`src/sv/tekd_pkg.sv`:
```
// Package for the terminal escape key decoder.
// Holds the key kind codes, the item and result types and the sequence characters.
// No dependencies.
package tekd_pkg;

	typedef enum logic [3:0] {
		KIND_PLAIN = 4'd0,
		KIND_ESC   = 4'd1,
		KIND_UP    = 4'd2,
		KIND_DOWN  = 4'd3,
		KIND_RIGHT = 4'd4,
		KIND_LEFT  = 4'd5,
		KIND_HOME  = 4'd6,
		KIND_END   = 4'd7,
		KIND_DEL   = 4'd8,
		KIND_PGUP  = 4'd9,
		KIND_PGDN  = 4'd10,
		KIND_TABL  = 4'd11,
		KIND_TABR  = 4'd12
	} key_kind_t;

	localparam logic OP_BYTE = 1'b0;
	localparam logic OP_TICK = 1'b1;

	localparam logic [7:0] CH_ESC     = 8'h1B;
	localparam logic [7:0] CH_BRACKET = 8'h5B;
	localparam logic [7:0] CH_O       = 8'h4F;
	localparam logic [7:0] CH_TILDE   = 8'h7E;
	localparam logic [7:0] CH_SEMI    = 8'h3B;
	localparam logic [7:0] CH_FIVE    = 8'h35;
	localparam logic [7:0] CH_ZERO    = 8'h30;
	localparam logic [7:0] CH_NINE    = 8'h39;

	typedef struct packed {
		logic       operation;
		logic [7:0] rx_byte;
	} item_t;

	typedef struct packed {
		logic       valid;
		key_kind_t  key_kind;
		logic [7:0] char_value;
	} result_t;

endpackage

```
`src/sv/tekd_parser.sv`:
```
// Escape sequence parser: state registers plus next-state and key decode logic.
// Uses tekd_pkg; stepped once per item by the top level.
module tekd_parser (
	input  logic              clk,
	input  logic              arst_n,
	input  logic              step,
	input  tekd_pkg::item_t   item,
	output tekd_pkg::result_t result
);

	typedef enum logic [2:0] {
		ST_IDLE  = 3'd0,
		ST_ESC   = 3'd1,
		ST_LEAD  = 3'd2,
		ST_DIGIT = 3'd3,
		ST_SEMI  = 3'd4,
		ST_MOD   = 3'd5
	} stage_t;

	stage_t     stage_q, stage_d;
	logic [7:0] lead_q, digit_q, mod_q;
	logic       load_lead, load_digit, load_mod;
	logic [7:0] b;

	assign b = item.rx_byte;

	always_comb begin
		stage_d    = stage_q;
		load_lead  = 1'b0;
		load_digit = 1'b0;
		load_mod   = 1'b0;
		result     = '{valid: 1'b0, key_kind: tekd_pkg::KIND_PLAIN, char_value: 8'd0};
		if (item.operation == tekd_pkg::OP_TICK) begin
			if (stage_q inside {ST_ESC, ST_LEAD, ST_DIGIT, ST_SEMI, ST_MOD}) begin
				stage_d      = ST_IDLE;
				result.valid = 1'b1;
				result.key_kind = tekd_pkg::KIND_ESC;
			end
		end else begin
			case (stage_q)
				ST_ESC: begin
					load_lead = 1'b1;
					stage_d   = ST_LEAD;
				end
				ST_LEAD: begin
					if (lead_q == tekd_pkg::CH_BRACKET &&
					    b inside {[tekd_pkg::CH_ZERO:tekd_pkg::CH_NINE]}) begin
						load_digit = 1'b1;
						stage_d    = ST_DIGIT;
					end else begin
						stage_d         = ST_IDLE;
						result.valid    = 1'b1;
						result.key_kind = tekd_pkg::KIND_ESC;
						if (lead_q == tekd_pkg::CH_BRACKET) begin
							case (b)
								8'h41:   result.key_kind = tekd_pkg::KIND_UP;
								8'h42:   result.key_kind = tekd_pkg::KIND_DOWN;
								8'h43:   result.key_kind = tekd_pkg::KIND_RIGHT;
								8'h44:   result.key_kind = tekd_pkg::KIND_LEFT;
								8'h48:   result.key_kind = tekd_pkg::KIND_HOME;
								8'h46:   result.key_kind = tekd_pkg::KIND_END;
								default: result.key_kind = tekd_pkg::KIND_ESC;
							endcase
						end else if (lead_q == tekd_pkg::CH_O) begin
							case (b)
								8'h48:   result.key_kind = tekd_pkg::KIND_HOME;
								8'h46:   result.key_kind = tekd_pkg::KIND_END;
								default: result.key_kind = tekd_pkg::KIND_ESC;
							endcase
						end
					end
				end
				ST_DIGIT: begin
					if (b == tekd_pkg::CH_SEMI) begin
						stage_d = ST_SEMI;
					end else begin
						stage_d         = ST_IDLE;
						result.valid    = 1'b1;
						result.key_kind = tekd_pkg::KIND_ESC;
						if (b == tekd_pkg::CH_TILDE) begin
							case (digit_q)
								8'h31, 8'h37: result.key_kind = tekd_pkg::KIND_HOME;
								8'h33:        result.key_kind = tekd_pkg::KIND_DEL;
								8'h34, 8'h38: result.key_kind = tekd_pkg::KIND_END;
								8'h35:        result.key_kind = tekd_pkg::KIND_PGUP;
								8'h36:        result.key_kind = tekd_pkg::KIND_PGDN;
								default:      result.key_kind = tekd_pkg::KIND_ESC;
							endcase
						end
					end
				end
				ST_SEMI: begin
					load_mod = 1'b1;
					stage_d  = ST_MOD;
				end
				ST_MOD: begin
					stage_d         = ST_IDLE;
					result.valid    = 1'b1;
					result.key_kind = tekd_pkg::KIND_ESC;
					if (mod_q == tekd_pkg::CH_FIVE) begin
						if (b == 8'h44)
							result.key_kind = tekd_pkg::KIND_TABL;
						else if (b == 8'h43)
							result.key_kind = tekd_pkg::KIND_TABR;
					end
				end
				default: begin
					// idle, and unused codes treated as idle
					if (b == tekd_pkg::CH_ESC) begin
						stage_d = ST_ESC;
					end else begin
						stage_d           = ST_IDLE;
						result.valid      = 1'b1;
						result.key_kind   = tekd_pkg::KIND_PLAIN;
						result.char_value = b;
					end
				end
			endcase
		end
	end

	always_ff @(posedge clk or negedge arst_n) begin
		if (!arst_n) begin
			stage_q <= ST_IDLE;
			lead_q  <= 8'd0;
			digit_q <= 8'd0;
			mod_q   <= 8'd0;
		end else if (step) begin
			stage_q <= stage_d;
			if (load_lead)
				lead_q <= b;
			if (load_digit)
				digit_q <= b;
			if (load_mod)
				mod_q <= b;
		end
	end

endmodule

```
`src/sv/terminal_escape_key_decoder_top.sv`:
```
// Terminal escape key decoder, top level: input register, parser, result register.
// Uses tekd_pkg and tekd_parser.
//
// Usage:
//   Slave stream carries one request per byte or timeout tick: tuser = operation
//   (0 byte, 1 read timeout), tdata = received byte. Master stream carries key
//   events: tuser = key kind, tdata = character (plain keys only, else zero).
//   A request yields zero or one key event; ESC and the middle bytes of a
//   sequence, and timeouts while idle, yield none.
//   A request sits in the input register, then its result moves to the result
//   register, from which it is presented as a valid key event.
//   Throughput: one request per cycle while s_tready stays high.
//   The parser state advances only when its item moves on, so it is the one
//   state register loop that sets the rate.
//   Stall: while a result waits on m_tready, one further request is held in the
//   input register; s_tready drops only when both are full and a result is due.
//   Reset: all valids cleared, parser back to idle.
module terminal_escape_key_decoder_top (
	input  logic       clk,
	input  logic       arst_n,
	input  logic       s_tvalid,
	output logic       s_tready,
	input  logic [7:0] s_tdata,  // [7:0] rx_byte
	input  logic       s_tuser,  // [0] operation
	output logic       m_tvalid,
	input  logic       m_tready,
	output logic [7:0] m_tdata,  // [7:0] char_value
	output logic [3:0] m_tuser   // [3:0] key_kind
);

	logic              valid_s1;
	tekd_pkg::item_t   item_s1;
	tekd_pkg::result_t res;
	logic              out_valid_q;
	logic [3:0]        kind_q;
	logic [7:0]        char_q;
	logic              advance;

	assign advance  = !out_valid_q || m_tready || !res.valid;
	assign s_tready = !valid_s1 || advance;

	always_ff @(posedge clk or negedge arst_n) begin
		if (!arst_n)
			valid_s1 <= 1'b0;
		else if (s_tready)
			valid_s1 <= s_tvalid;
	end

	always_ff @(posedge clk) begin
		if (s_tvalid && s_tready)
			item_s1 <= '{operation: s_tuser, rx_byte: s_tdata};
	end

	tekd_parser u_parser (
		.clk    (clk),
		.arst_n (arst_n),
		.step   (valid_s1 && advance),
		.item   (item_s1),
		.result (res)
	);

	always_ff @(posedge clk or negedge arst_n) begin
		if (!arst_n)
			out_valid_q <= 1'b0;
		else if (!out_valid_q || m_tready)
			out_valid_q <= valid_s1 && res.valid;
	end

	always_ff @(posedge clk) begin
		if (valid_s1 && res.valid && (!out_valid_q || m_tready)) begin
			kind_q <= res.key_kind;
			char_q <= res.char_value;
		end
	end

	assign m_tvalid = out_valid_q;
	assign m_tdata  = char_q;
	assign m_tuser  = kind_q;

	a_char_plain_only: assert property (@(posedge clk) disable iff (!arst_n)
		m_tvalid && m_tuser != tekd_pkg::KIND_PLAIN |-> m_tdata == 8'd0)
		else $error("char_value set on a non-plain key");

	a_kind_range: assert property (@(posedge clk) disable iff (!arst_n)
		m_tvalid |-> m_tuser <= tekd_pkg::KIND_TABR)
		else $error("key kind out of range");

	a_ready_when_empty: assert property (@(posedge clk) disable iff (!arst_n)
		!m_tvalid |-> s_tready)
		else $error("input stalled with empty result register");

	a_no_drop: assert property (@(posedge clk) disable iff (!arst_n)
		m_tvalid && !m_tready |=> m_tvalid)
		else $error("pending key event lost");

endmodule

```
`config.mk`:
```
export PLATFORM = sky130hd
export DESIGN_NAME = terminal_escape_key_decoder_top
export DESIGN_NICKNAME = d
export VERILOG_FILES = /design/src/sv/tekd_pkg.sv /design/src/sv/tekd_parser.sv /design/src/sv/terminal_escape_key_decoder_top.sv
export SDC_FILE = /design/constraint.sdc
export NUM_CORES = 1
export LEC_CHECK = 0
export ABC_AREA = 1
export BUFFER_PORTS_ARGS = -buffer_cell sky130_fd_sc_hd__buf_2
export CAP_MARGIN = 20
export CORE_UTILIZATION = 37
export CTS_BUF_LIST = sky130_fd_sc_hd__clkbuf_2
export CTS_CLUSTER_DIAMETER = 80
export DETAILED_ROUTE_END_ITERATION = 8
export RECOVER_POWER = 25
export SLEW_MARGIN = 25
export SYNTH_ARGS = -nofsm -noshare
export SYNTH_HDL_FRONTEND = slang
export SYNTH_HIERARCHICAL = 1
export SYNTH_SLANG_ARGS = --single-unit
```
`constraint.sdc`:
```
create_clock -name clk -period 2.55 [get_ports clk]
set_input_delay 0.3825 -clock clk [delete_from_list [all_inputs] [get_ports clk]]
set_output_delay 0.3825 -clock clk [all_outputs]
set_load 0.05 [all_outputs]
```
==> results.sh <==
export IMPL_status="complete, but fails checks"
export IMPL_violations="DRC, capacitance limit, slew limit"
export IMPL_power_total_w=0.00212
export IMPL_grt_pass1_wl_um=9650
export IMPL_port_buffers=26
export IMPL_skew_ns=0.0107
export IMPL_core_rowCount=29
export IMPL_synth_top_cell_by_area="dfrtp_1"
export IMPL_place_congestion=0.917
export IMPL_start_util_pct=39.2
export IMPL_synth_area_sq_mm=0.00254
export IMPL_grtUsageMet3_pct=3.31
export IMPL_area_growth_synth_to_final_pct=21.2
export IMPL_clkSlewWorstSetupHoldPaths_ns=0.25
export IMPL_cp_num_buf_inv=2
export IMPL_cp_slowest_cell="dfrtp_1"
export IMPL_crit_top_cell="nand2_2"
export IMPL_synth_cell_types=29
export IMPL_gr_total_overflow=0
export IMPL_fp_dieW_um=84.9
export IMPL_antenna_found_initial=0
export IMPL_die_height_um=84.9
export IMPL_cts_tree="built"
export IMPL_required_ns=2.17
export IMPL_placed_area_sq_mm=0.00280
export IMPL_grt_max_degree=30
export IMPL_clock_sinks=50
export IMPL_p_per_area_mw_per_mm2=686
export IMPL_clk_latency_ns=0.42
export IMPL_synth_fa_ha_area_share_pct=0.492
export IMPL_track_usage_pct=17.1
export IMPL_peakVddDrop_v=0.000288
export IMPL_die_area_sq_mm=0.00721
export IMPL_ios=27
export IMPL_crit_chain="inv_1, nand2_1, nor2_2, nand2_1, nor2_1, nand2_2, nand2_2, nand3_2, nand2_2, nand2_2, nand4_4, buf_8"
export IMPL_finalCriticalPeriod_ns=2.44
export IMPL_n_fill_cell=627
export IMPL_wl_per_cell_um=13.0
export IMPL_n_antenna_cell=0
export IMPL_cts_root_buf="clkbuf_2"
export IMPL_ys_top_cells_by_area="dfrtp_1, edfxtp_1, nand2_1, nor2_1, inv_1"
export IMPL_clockBufferDepth=2
export IMPL_grt_pass1_vias=2099
export IMPL_vias=2193
export IMPL_cp_slowest_stage_delay_ns=0.43
export IMPL_p_leak_nw=1.49
export IMPL_drv_cap=1
export IMPL_synthSimpleGateAreaFrac_pct=31.9
export IMPL_syn_nets=327
export IMPL_tightest_slew_ns=1.66
export IMPL_cts_buffers=5
export IMPL_avgSynthCellArea_sq_um=8.13
export IMPL_max_slew_margin_pct=-11.0
export IMPL_layout_drive_gt1_share_pct=27.0
export IMPL_drc=1
export IMPL_dr_pass1_iters=6
export IMPL_crit_family="simple AND/OR/NAND/NOR gates"
export IMPL_stdcell_area_sq_mm=0.00308
export IMPL_hold_viol_final=0
export IMPL_synth_xor_xnor_area_share_pct=0
export IMPL_drt_total_wl_um=5800
export IMPL_core_area_sq_mm=0.00649
export IMPL_synth_top_family_by_area="simple AND/OR/NAND/NOR gates"
export IMPL_synth_warnings=6
export IMPL_use_met1_pct=23.5
export IMPL_finalNetCount=383
export IMPL_synth_cells=313
export IMPL_critPathCaptureType="output pin"
export IMPL_busiest_layer="met2"
export IMPL_grt_use_met2_pct=27.4
export IMPL_antenna_left=0
export IMPL_hold_class="input pin to flip-flop"
export IMPL_fmax_mhz=410
export IMPL_cts_htree_levels=2
export IMPL_via_per_inst=4.91
export IMPL_start_kind="flip-flop"
export IMPL_hpwl_um=4160
export IMPL_setup_violations=0
export IMPL_synth_compound_area_share_pct=7.77
export IMPL_arrival_ns=2.06
export IMPL_yosysSeqAreaShare_pct=53.3
export IMPL_yosys_register_bits=50
export IMPL_drt_iter0_drc=176
export IMPL_netlist_area_leader_share_pct=28.5
export IMPL_crit_fanout=3
export IMPL_fin_util_pct=47.5
export IMPL_synthMuxAreaShare_pct=0
export IMPL_timing_final_max_slew_violations=30
export IMPL_fin_crit_sh_pct=95.6
export IMPL_crit_type="flip-flop to output pin"
-- worst reg2reg max path, delay by kind of cell, from the launching register on --
kind,cells,cell delay (ns)
AO/OA/AOI/OAI,1,0.07
buffers and inverters,4,0.33
flip-flops,1,0.43
AND/OR/NAND/NOR,15,1.48
-- through the flow --
stage / setup WS [ns] / hold slack [ns] / setup TNS, ns / std cells
2_1_floorplan: 0.303 / 0.0869 / 0 / 313
3_3_place_gp: 0.0757 / 0.448 / 0 / 420
3_5_place_dp: 0.0106 / 0.450 / 0 / 420
4_1_cts: 0.00990 / 0.0803 / 0 / 433
5_1_grt: -0.0579 / 0.0485 / -0.0739 / 447
6_report: 0.112 / 0.105 / 0 / 447
-- cell type report --
type / count / area (sq um) / share of cell area, %
multi-input combinational: 221 / 1080 / 35.1
timing repair buffer: 51 / 333 / 10.8
tap: 77 / 96.3 / 3.12
sequential: 50 / 1360 / 44.0
clock buffer: 5 / 25.0 / 0.811
clock inverter: 3 / 40.0 / 1.30
inverter: 40 / 153 / 4.95
-- synth_stat cells, drive strengths merged --
cell     n
a21oi    5
buf      2
dfrtp   29
edfxtp  21
ha       1
inv     40
nand2   98
nand3   16
nand3b   1
nand4    6
nor2    52
nor3     6
o21a     2
o21ai   28
o22ai    1
o31ai    1
or2      4
-- flip-flops by register name, summed over array words and instances (netlist names) --
| register | cells |
|---|---|
| item_s1 | 9 |
| m_tdata | 8 |
| u_parser/digit_q | 8 |
| u_parser/lead_q | 8 |
| u_parser/mod_q | 8 |
| m_tuser | 4 |
| u_parser/stage_q | 3 |
| m_tvalid | 1 |
| valid_s1 | 1 |
-- cells by family after synthesis --
| family | after synthesis |
|---|---|
| fa+ha+maj | 1 |
| simple gates | 183 |
| compound gates | 37 |
| flops | 50 |
| buf+inv | 42 |
-- placed cells by master (no fill, tap or decap) --
cell	Yosys	final
nand2_1	93	84
nor2_1	48	41
dfrtp_1	29	29
inv_1	28	28
buf_2	1	24
buf_4	0	23
edfxtp_1	21	21
o21ai_0	20	20
nand2_2	4	13
nand3_1	14	13
inv_2	12	11
nor2_2	3	9
o21ai_1	7	7
nor3_1	6	6
a21oi_1	5	5
clkbuf_2	0	5
nand4_1	5	5
or2_1	3	3
clkinv_2	0	2
o21a_1	2	2
nand3_2	1	2
nand4_4	0	1
bufinv_16	0	1
dlygate4sd3_1	0	1
clkbuf_1	0	1
buf_8	0	1
inv_4	0	1
nand2_4	1	1
nor2_8	1	1
nand3b_2	1	1
or2_0	1	1
nor2_4	0	1
o21ai_2	1	1
o31ai_1	1	1
nand3_4	1	1
o22ai_1	1	1
ha_1	1	1
buf_6	1	1
-- final timing paths --
path	to	start	slack, ns	depth (start not counted)
min in group asynchronous	u_parser/digit_q[6]	arst_n	0.88	2
min	item_s1[5]	s_tdata[5]	0.11	1
min reg2reg	u_parser/digit_q[5]	u_parser/digit_q[5]	0.50	1
max reg2reg	u_parser/stage_q[0]	u_parser/lead_q[7]	0.19	20
max in group asynchronous	u_parser/stage_q[0]	arst_n	0.73	2
max	s_tready	u_parser/lead_q[7]	0.11	12
-- where the power goes --
group	internal, W	leakage, nW	switching (W)	total (W)
Combinational	0.000190	0.870	0.000410	0.000599
Clock	0.000163	0.0427	0.000251	0.000413
Sequential	0.00101	0.581	0.0000907	0.00110
-- metal layers --
metal	up-vias	part of all wire (%)	routed length, um
li1	1119	-	-
met1	1005	48	2800
met2	59	46	2680
met3	10	4.0	235
met4	0	1.5	87
met5	-	0	0
-- what timing repair did --
item                       in CTS  in global routing
pin swaps                       0                 10
hold buffers                    1                  0
gates cloned                    0                  0
buffers inserted                4                 14
resized for setup               2                 22
setup endpoints to repair      13                 26
hold endpoints to repair       29                  0
Note: power is estimated with default switching activity, not from simulation.
